$ cat config.mk
export PLATFORM = sky130hd
export DESIGN_NAME = sorted_alarm_wakeup_queue
export DESIGN_NICKNAME = d
export VERILOG_FILES = /design/src/hw/rtl/sawq_pkg.sv /design/src/hw/rtl/sawq_cell.sv /design/src/hw/rtl/sorted_alarm_wakeup_queue.sv
export VERILOG_INCLUDE_DIRS = /design/src /design/src/hw/rtl
export SDC_FILE = /design/constraint.sdc
export NUM_CORES = 2
export LEC_CHECK = 0
export ABC_AREA = 0
export BUFFER_PORTS_ARGS = -buffer_cell sky130_fd_sc_hd__buf_2
export CAP_MARGIN = 20
export CORE_MARGIN = 2
export CORE_UTILIZATION = 40
export CTS_CLUSTER_SIZE = 10
export DETAILED_ROUTE_END_ITERATION = 12
export PLACE_DENSITY = 0.59
export SKIP_LAST_GASP = 1
export SLEW_MARGIN = 20
export SYNTH_ARGS = -nofsm -noshare
export SYNTH_HDL_FRONTEND = slang
export SYNTH_SLANG_ARGS = --single-unit
$ cat constraint.sdc
create_clock -name clk_i -period 5.55 [get_ports clk_i]
set_input_delay 0 -clock clk_i [delete_from_list [all_inputs] [get_ports clk_i]]
set_output_delay 0 -clock clk_i [all_outputs]
set_load 0.05 [all_outputs]
$ cat src/hw/rtl/sorted_alarm_wakeup_queue_macros.svh
// assertion macros shared by the alarm queue rtl
// no dependencies; expects clk_i and rst_ni in the including module
`ifndef SORTED_ALARM_WAKEUP_QUEUE_MACROS_SVH
`define SORTED_ALARM_WAKEUP_QUEUE_MACROS_SVH

// property checked on every clock outside reset
`define SAWQ_ASSERT(lbl, prop, msg) \
  lbl: assert property (@(posedge clk_i) disable iff (!rst_ni) (prop)) else $error(msg);

// condition that must never hold outside reset
`define SAWQ_NEVER(lbl, cond, msg) \
  lbl: assert property (@(posedge clk_i) disable iff (!rst_ni) !(cond)) else $error(msg);

`endif

$ cat src/hw/rtl/sawq_pkg.sv
// types and constants of the sorted alarm wakeup queue
// no dependencies
package sawq_pkg;

  localparam int unsigned MAX_RESULTS = 16;
  localparam int unsigned RESULT_CNT_W = $clog2(MAX_RESULTS);
  localparam logic [15:0] INTERVAL_RESET = 16'd100;

  typedef enum logic [1:0] {
    KIND_WAKE  = 2'd0,
    KIND_FULL  = 2'd1,
    KIND_SHORT = 2'd2
  } kind_e;

  typedef enum logic {
    OP_SET  = 1'b0,
    OP_TICK = 1'b1
  } op_e;

  typedef struct packed {
    logic        op;
    logic [23:0] duration;
    logic [7:0]  requester_id;
  } in_item_t;

  typedef struct packed {
    kind_e       kind;
    logic [7:0]  woken_id;
    logic [31:0] due_tick;
    logic        last;
  } out_item_t;

  typedef struct packed {
    logic [31:0] wake_tick;
    logic [7:0]  owner_id;
  } entry_t;

  typedef struct packed {
    logic ins;
    logic pop;
  } cell_ctrl_t;

endpackage

$ cat src/hw/rtl/sawq_cell.sv
// one slot of the sorted alarm chain: takes the new alarm, its left or right neighbor
// depends on sawq_pkg
module sawq_cell import sawq_pkg::*; (
  input  logic       clk_i,
  input  cell_ctrl_t ctrl_i,
  input  logic       occupied_i,
  input  entry_t     new_i,
  input  entry_t     prev_i,
  input  entry_t     next_i,
  input  logic       prev_gt_i,
  output logic       gt_o,
  output entry_t     entry_o
);

  entry_t entry_d, entry_q;

  // slot is empty or due strictly later than the new alarm
  assign gt_o = !occupied_i || (entry_q.wake_tick > new_i.wake_tick);

  always_comb begin
    entry_d = entry_q;
    priority if (ctrl_i.pop) begin
      entry_d = next_i;
    end else if (ctrl_i.ins && gt_o) begin
      entry_d = prev_gt_i ? prev_i : new_i;
    end
  end

  always_ff @(posedge clk_i) begin
    entry_q <= entry_d;
  end

  assign entry_o = entry_q;

endmodule

$ cat src/hw/rtl/sorted_alarm_wakeup_queue.sv
// sorted alarm wakeup queue: tick counter plus a chain of alarm slots kept sorted
// set request: capture, then insert across the chain in ST_INSERT; a too short
// or rejected answer reaches the output register from ST_RESP once that register is free
// tick: advance the counter, then one wake result per cycle while the output register
// is free, paced by the single head-of-chain release port
// reset clears the counter and alarm count, interval returns to 100; depends on sawq_pkg
`include "sorted_alarm_wakeup_queue_macros.svh"

module sorted_alarm_wakeup_queue import sawq_pkg::*; #(
  parameter int unsigned MAX_ALARMS = 16
) (
  input  logic        clk_i,
  input  logic        rst_ni,
  input  logic        cfg_we_i,
  input  logic [15:0] cfg_wdata_i,
  input  logic        in_valid_i,
  output logic        in_ready_o,
  input  in_item_t    in_data_i,
  output logic        out_valid_o,
  input  logic        out_ready_i,
  output out_item_t   out_data_o
);

  localparam int unsigned CNT_W = $clog2(MAX_ALARMS + 1);

  typedef enum logic [3:0] {
    ST_IDLE   = 4'b0001,
    ST_INSERT = 4'b0010,
    ST_RESP   = 4'b0100,
    ST_DRAIN  = 4'b1000
  } state_e;

  state_e                  state_d, state_q;
  logic [31:0]             tick_d, tick_q;
  logic [15:0]             interval_q;
  logic [CNT_W-1:0]        count_d, count_q;
  logic [RESULT_CNT_W-1:0] nres_d, nres_q;
  logic                    out_valid_d, out_valid_q;
  out_item_t               out_d, out_q;
  entry_t                  req_d, req_q;
  kind_e                   resp_kind_d, resp_kind_q;

  cell_ctrl_t ctrl;
  entry_t     cells [MAX_ALARMS];
  logic       gts   [MAX_ALARMS];

  logic        in_xfer, out_free;
  logic [32:0] sum;
  logic [31:0] due;
  logic        head_exp, next_exp, last_res;

  assign in_ready_o = (state_q == ST_IDLE);
  assign in_xfer    = in_valid_i && in_ready_o;
  assign out_free   = !out_valid_q || out_ready_i;

  assign sum = {1'b0, tick_q} + {9'b0, in_data_i.duration};
  assign due = sum[32] ? '1 : sum[31:0];

  assign head_exp = (count_q > CNT_W'(0)) && (cells[0].wake_tick <= tick_q);
  assign next_exp = (count_q > CNT_W'(1)) && (cells[1].wake_tick <= tick_q);
  assign last_res = !next_exp || (nres_q == RESULT_CNT_W'(MAX_RESULTS - 1));

  generate
    for (genvar i = 0; i < MAX_ALARMS; i++) begin : g_cell
      entry_t prev_e, next_e;
      logic   prev_gt;
      if (i == 0) begin : g_first
        assign prev_e  = req_q;
        assign prev_gt = 1'b0;
      end else begin : g_mid
        assign prev_e  = cells[i-1];
        assign prev_gt = gts[i-1];
      end
      if (i == MAX_ALARMS - 1) begin : g_last
        assign next_e = cells[i];
      end else begin : g_body
        assign next_e = cells[i+1];
      end
      sawq_cell u_cell (
        .clk_i      (clk_i),
        .ctrl_i     (ctrl),
        .occupied_i (count_q > CNT_W'(i)),
        .new_i      (req_q),
        .prev_i     (prev_e),
        .next_i     (next_e),
        .prev_gt_i  (prev_gt),
        .gt_o       (gts[i]),
        .entry_o    (cells[i])
      );
    end
  endgenerate

  always_comb begin
    state_d     = state_q;
    tick_d      = tick_q;
    count_d     = count_q;
    nres_d      = nres_q;
    out_valid_d = out_valid_q && !out_ready_i;
    out_d       = out_q;
    req_d       = req_q;
    resp_kind_d = resp_kind_q;
    ctrl        = '0;
    unique case (state_q)
      ST_IDLE: begin
        if (in_xfer) begin
          if (in_data_i.op == OP_TICK) begin
            if (tick_q != '1) begin
              tick_d = tick_q + 32'd1;
            end
            nres_d  = '0;
            state_d = ST_DRAIN;
          end else begin
            req_d.wake_tick = due;
            req_d.owner_id  = in_data_i.requester_id;
            priority if (in_data_i.duration <= {9'b0, interval_q[15:1]}) begin
              resp_kind_d = KIND_SHORT;
              state_d     = ST_RESP;
            end else if (count_q == CNT_W'(MAX_ALARMS)) begin
              resp_kind_d = KIND_FULL;
              state_d     = ST_RESP;
            end else begin
              state_d = ST_INSERT;
            end
          end
        end
      end
      ST_INSERT: begin
        ctrl.ins = 1'b1;
        count_d  = count_q + CNT_W'(1);
        state_d  = ST_IDLE;
      end
      ST_RESP: begin
        if (out_free) begin
          out_valid_d = 1'b1;
          out_d       = '{kind: resp_kind_q, woken_id: req_q.owner_id,
                          due_tick: req_q.wake_tick, last: 1'b1};
          state_d     = ST_IDLE;
        end
      end
      ST_DRAIN: begin
        if (!head_exp) begin
          state_d = ST_IDLE;
        end else if (out_free) begin
          out_valid_d = 1'b1;
          out_d       = '{kind: KIND_WAKE, woken_id: cells[0].owner_id,
                          due_tick: cells[0].wake_tick, last: last_res};
          ctrl.pop    = 1'b1;
          count_d     = count_q - CNT_W'(1);
          nres_d      = nres_q + RESULT_CNT_W'(1);
          if (last_res) begin
            state_d = ST_IDLE;
          end
        end
      end
      default: state_d = ST_IDLE;
    endcase
  end

  always_ff @(posedge clk_i or negedge rst_ni) begin
    if (!rst_ni) begin
      state_q     <= ST_IDLE;
      tick_q      <= '0;
      interval_q  <= INTERVAL_RESET;
      count_q     <= '0;
      nres_q      <= '0;
      out_valid_q <= 1'b0;
    end else begin
      state_q     <= state_d;
      tick_q      <= tick_d;
      count_q     <= count_d;
      nres_q      <= nres_d;
      out_valid_q <= out_valid_d;
      if (cfg_we_i) begin
        interval_q <= cfg_wdata_i;
      end
    end
  end

  always_ff @(posedge clk_i) begin
    out_q       <= out_d;
    req_q       <= req_d;
    resp_kind_q <= resp_kind_d;
  end

  assign out_valid_o = out_valid_q;
  assign out_data_o  = out_q;

  `SAWQ_ASSERT(a_count_bound, count_q <= CNT_W'(MAX_ALARMS), "alarm count above table size")
  `SAWQ_ASSERT(a_insert_room, state_q == ST_INSERT |-> count_q < CNT_W'(MAX_ALARMS), "insert into full table")
  `SAWQ_ASSERT(a_pop_expired, ctrl.pop |-> head_exp && out_free, "released alarm not yet due")
  `SAWQ_ASSERT(a_head_sorted, count_q > CNT_W'(1) |-> cells[0].wake_tick <= cells[1].wake_tick, "chain head out of order")
  `SAWQ_NEVER(a_ins_pop, ctrl.ins && ctrl.pop, "insert and release in one cycle")

endmodule

==> reports/metrics.cfg <==
[status]
status=finished, final reports clean

[power_and_ir_drop]
power.switching_w=0.00579
power.density_nw_per_um2=311
swShare=0.317
p_seq_frac=0.407
power_leakage_nw=22.6
clkPwrFrac=0.309
internal_power_w=0.0125
peakVddDrop_mv=0.296
p_comb_frac=0.284

[cts]
cts_buffer_depth=3
cts_resized=0
cts.sinks=786
cts_root_buffer=clkbuf_16
cts_tree=done
clock_latency_ns=0.70
clk_pin_slew_ns=0.06
post_cts_buffers=0
htree_levels=3
cts_buffers=93

[timing]
slew-limit-headroom=0.211
finalCritPeriodShare=0.804
fmax_mhz=224
finalSetupViolCount=0
rsz0062_at_grt=no
finalSetupTns_ns=0
finalCriticalPeriod_ns=4.46
hold_viol_final=0
worstMarginPinSlew_ns=1.17
finClkSkew_ns=0.0236
slew_violations=0

[worst_setup_path]
critPathSlowestCell=or4_1
crit_path_start_kind=flop
crit_fanout=24
cpMostUsedCell=buf_4
cp.required_ns=5.93
critPathBufInv=3
startpoint=tick_q[11]
crit_type=reg2reg
worstReg2RegStart=tick_q[11]
worstSetupEndpointType=flop
worstPathArrival_ns=4.84
cpPeakStageDelay_ns=0.97
cpLargestDelayFamily=simple AND/OR/NAND/NOR gates
worstPathCellList=inv_1 > ha_1 > nand4_1 > nor4_1 > nor3b_1 > a31oi_1 > or4_1 > buf_4 > o21ai_4 > buf_4

[hold_path]
min_path_type=in2async

[synthesis]
synth_top_cell_by_area=edfxtp_1
yosys.cell_types.count=73
synth_flop_cell=edfxtp_1
synth.area.top_cells=edfxtp_1 (42%), ha_1 (15%), mux2i_1 (11%)
synth_nets=5694
ys_ff_latch=786
yosys_warnings=0
synth-edff-count=725
synthCells=5017
syn-cell-area_um2=52200
synth_area_per_cell_um2=10.4
yosysSeqAreaShare=0.446
synth_top_cell_area_share=0.417
async_flop_share=0.0776

[floorplan]
dieArea_um2=133000
core_um2=129000
fp-row-count=132
die_y_um=365
die_w_um=365
start_util=0.403
ios=99

[route]
vias_per_cell=5.60
wl_per_cell_um=21.0
antenna_left=0
totalWireLength_mm=146
vias=39000
drt-initial-drc-count=3065
drt_first_pass_iters=5
drc=0

[place]
hpwlAfterDp_mm=111
port_buffers=97
post_dp_cell_area_um2=55200
gp_congestion=0.905

[global_routing]
grt_pass1_vias=39300
grt_pass1_wl_mm=227
grt_max_degree=229
grt_overflow=0
antenna_found_initial=0
track_usage=0.216

[layout]
syn2layout_area_growth_pct=12.6
final_layout_size_suffix_gt1_frac=0.0812
diodes=0
fin_nets=5838
design_area_um2=58800

[run]
drv_cap=0

-- area by class of cell --
class	count	area [um^2]
Fill cell	12100	70700
Clock inverter	13	135
Tap cell	1742	2180
Inverter	125	469
Clock buffer	141	2550
Timing Repair Buffer	317	2500
Sequential cell	786	23300
Multi-Input combinational cell	3838	27700
-- state kept, by name, indices dropped and copies added (netlist names) --
register               cells
nres_q                     4
out_data_o                43
tick_q                    32
resp_kind_q                2
count_q                    5
state_q                    4
interval_q                15
g_cell.prev_e             40
out_valid_o                1
g_cell.u_cell.entry_o    640
-- worst min-delay path, stage by stage --
cell           delay, ns
dlygate4sd3_1       0.51
buf_2               0.09
buf_4               0.64
-- cells in the final DEF (no fill, tap or decap), drive strengths merged, types with 8 or more instances in the layout --
master / count
o21ai: 755
nor2b: 26
mux2: 51
xnor2: 41
o211ai: 21
dfrtp: 57
buf: 226
and3: 15
mux2i: 561
nand2b: 10
nor4: 33
inv: 129
a2111oi: 11
a211o: 9
clkbuf: 141
a21oi: 244
or3: 11
o31ai: 12
clkinv: 9
nand3: 87
nand2: 816
a221o: 12
dlygate4sd3: 91
a31oi: 18
a211oi: 26
edfxtp: 725
nor3: 38
nand4: 147
a21o: 55
or4: 13
and2: 14
nor2: 73
o21a: 12
ha: 622
xor2: 8
-- layer usage --
layer	global-route usage	share of wire
met1	0.296	0.46
met2	0.353	0.46
met3	0.0196	0.040
met4	0.0862	0.038
met5	0	0
-- power groups by stage --
stage	combinational (W)	sequential, W	clock, W
detailed placement	0.00508	0.00756	0
global placement	0.00493	0.00754	0
finish	0.00520	0.00745	0.00565
floorplan	0.00379	0.00745	0
global route	0.00573	0.00748	0.00598
CTS	0.00518	0.00743	0.00578
-- kinds of logic (layout without fill, tap and decap cells) --
group	Yosys count	count (layout)	share of synthesized area
flip-flops	786	786	0.446
multiplexers	612	612	0.119
AO/OA/AOI/OAI	1240	1240	0.133
XOR/XNOR	49	49	0.00822
buffers and inverters	393	596	0.0308
adder cells (fa/ha/maj)	623	623	0.149
AND/OR/NAND/NOR	1314	1314	0.114
-- synthesized netlist by cell type, drive strengths merged (73+ instances only) --
master,n
a21oi,244
nand3,87
clkbuf,173
mux2i,561
inv,124
ha,622
buf,95
nand2,816
nand4,147
o21ai,755
nor2,73
edfxtp,725
-- final timing paths --
kind | slack [ns] | end | cells past startpoint
worst max register to register | 1.09 | g_cell[1].u_cell.entry_o[14] | 10
worst max-delay path | 1.09 | g_cell[1].u_cell.entry_o[14] | 10
worst min-delay path | 0.01 | tick_q[29] | 3
max in group asynchronous | 4.92 | interval_q[7] | 3
min in group clk_i | 0.06 | g_cell[0].prev_e[20] | 5
worst min register to register | 0.52 | tick_q[27] | 1
-- timing repair --
action,CTS,global route
endpoints found under the setup margin,0,0
hold buffers,91,0
hold endpoints to repair,119,0
-- metrics by stage --
step	utilization	hold WS [ns]	power [W]	worst slack [ns]	instances
floorplan	-	-0.296	0.0112	0.0609	5017
global placement	0.426	0.176	0.0125	1.05	6717
detailed placement	0.426	0.180	0.0126	1.01	6717
CTS	0.454	0.0226	0.0184	1.01	6962
global route	0.454	0.0815	0.0192	0.838	6962
finish	0.454	0.0124	0.0183	1.09	6962
(Power assumes the default switching activity.)
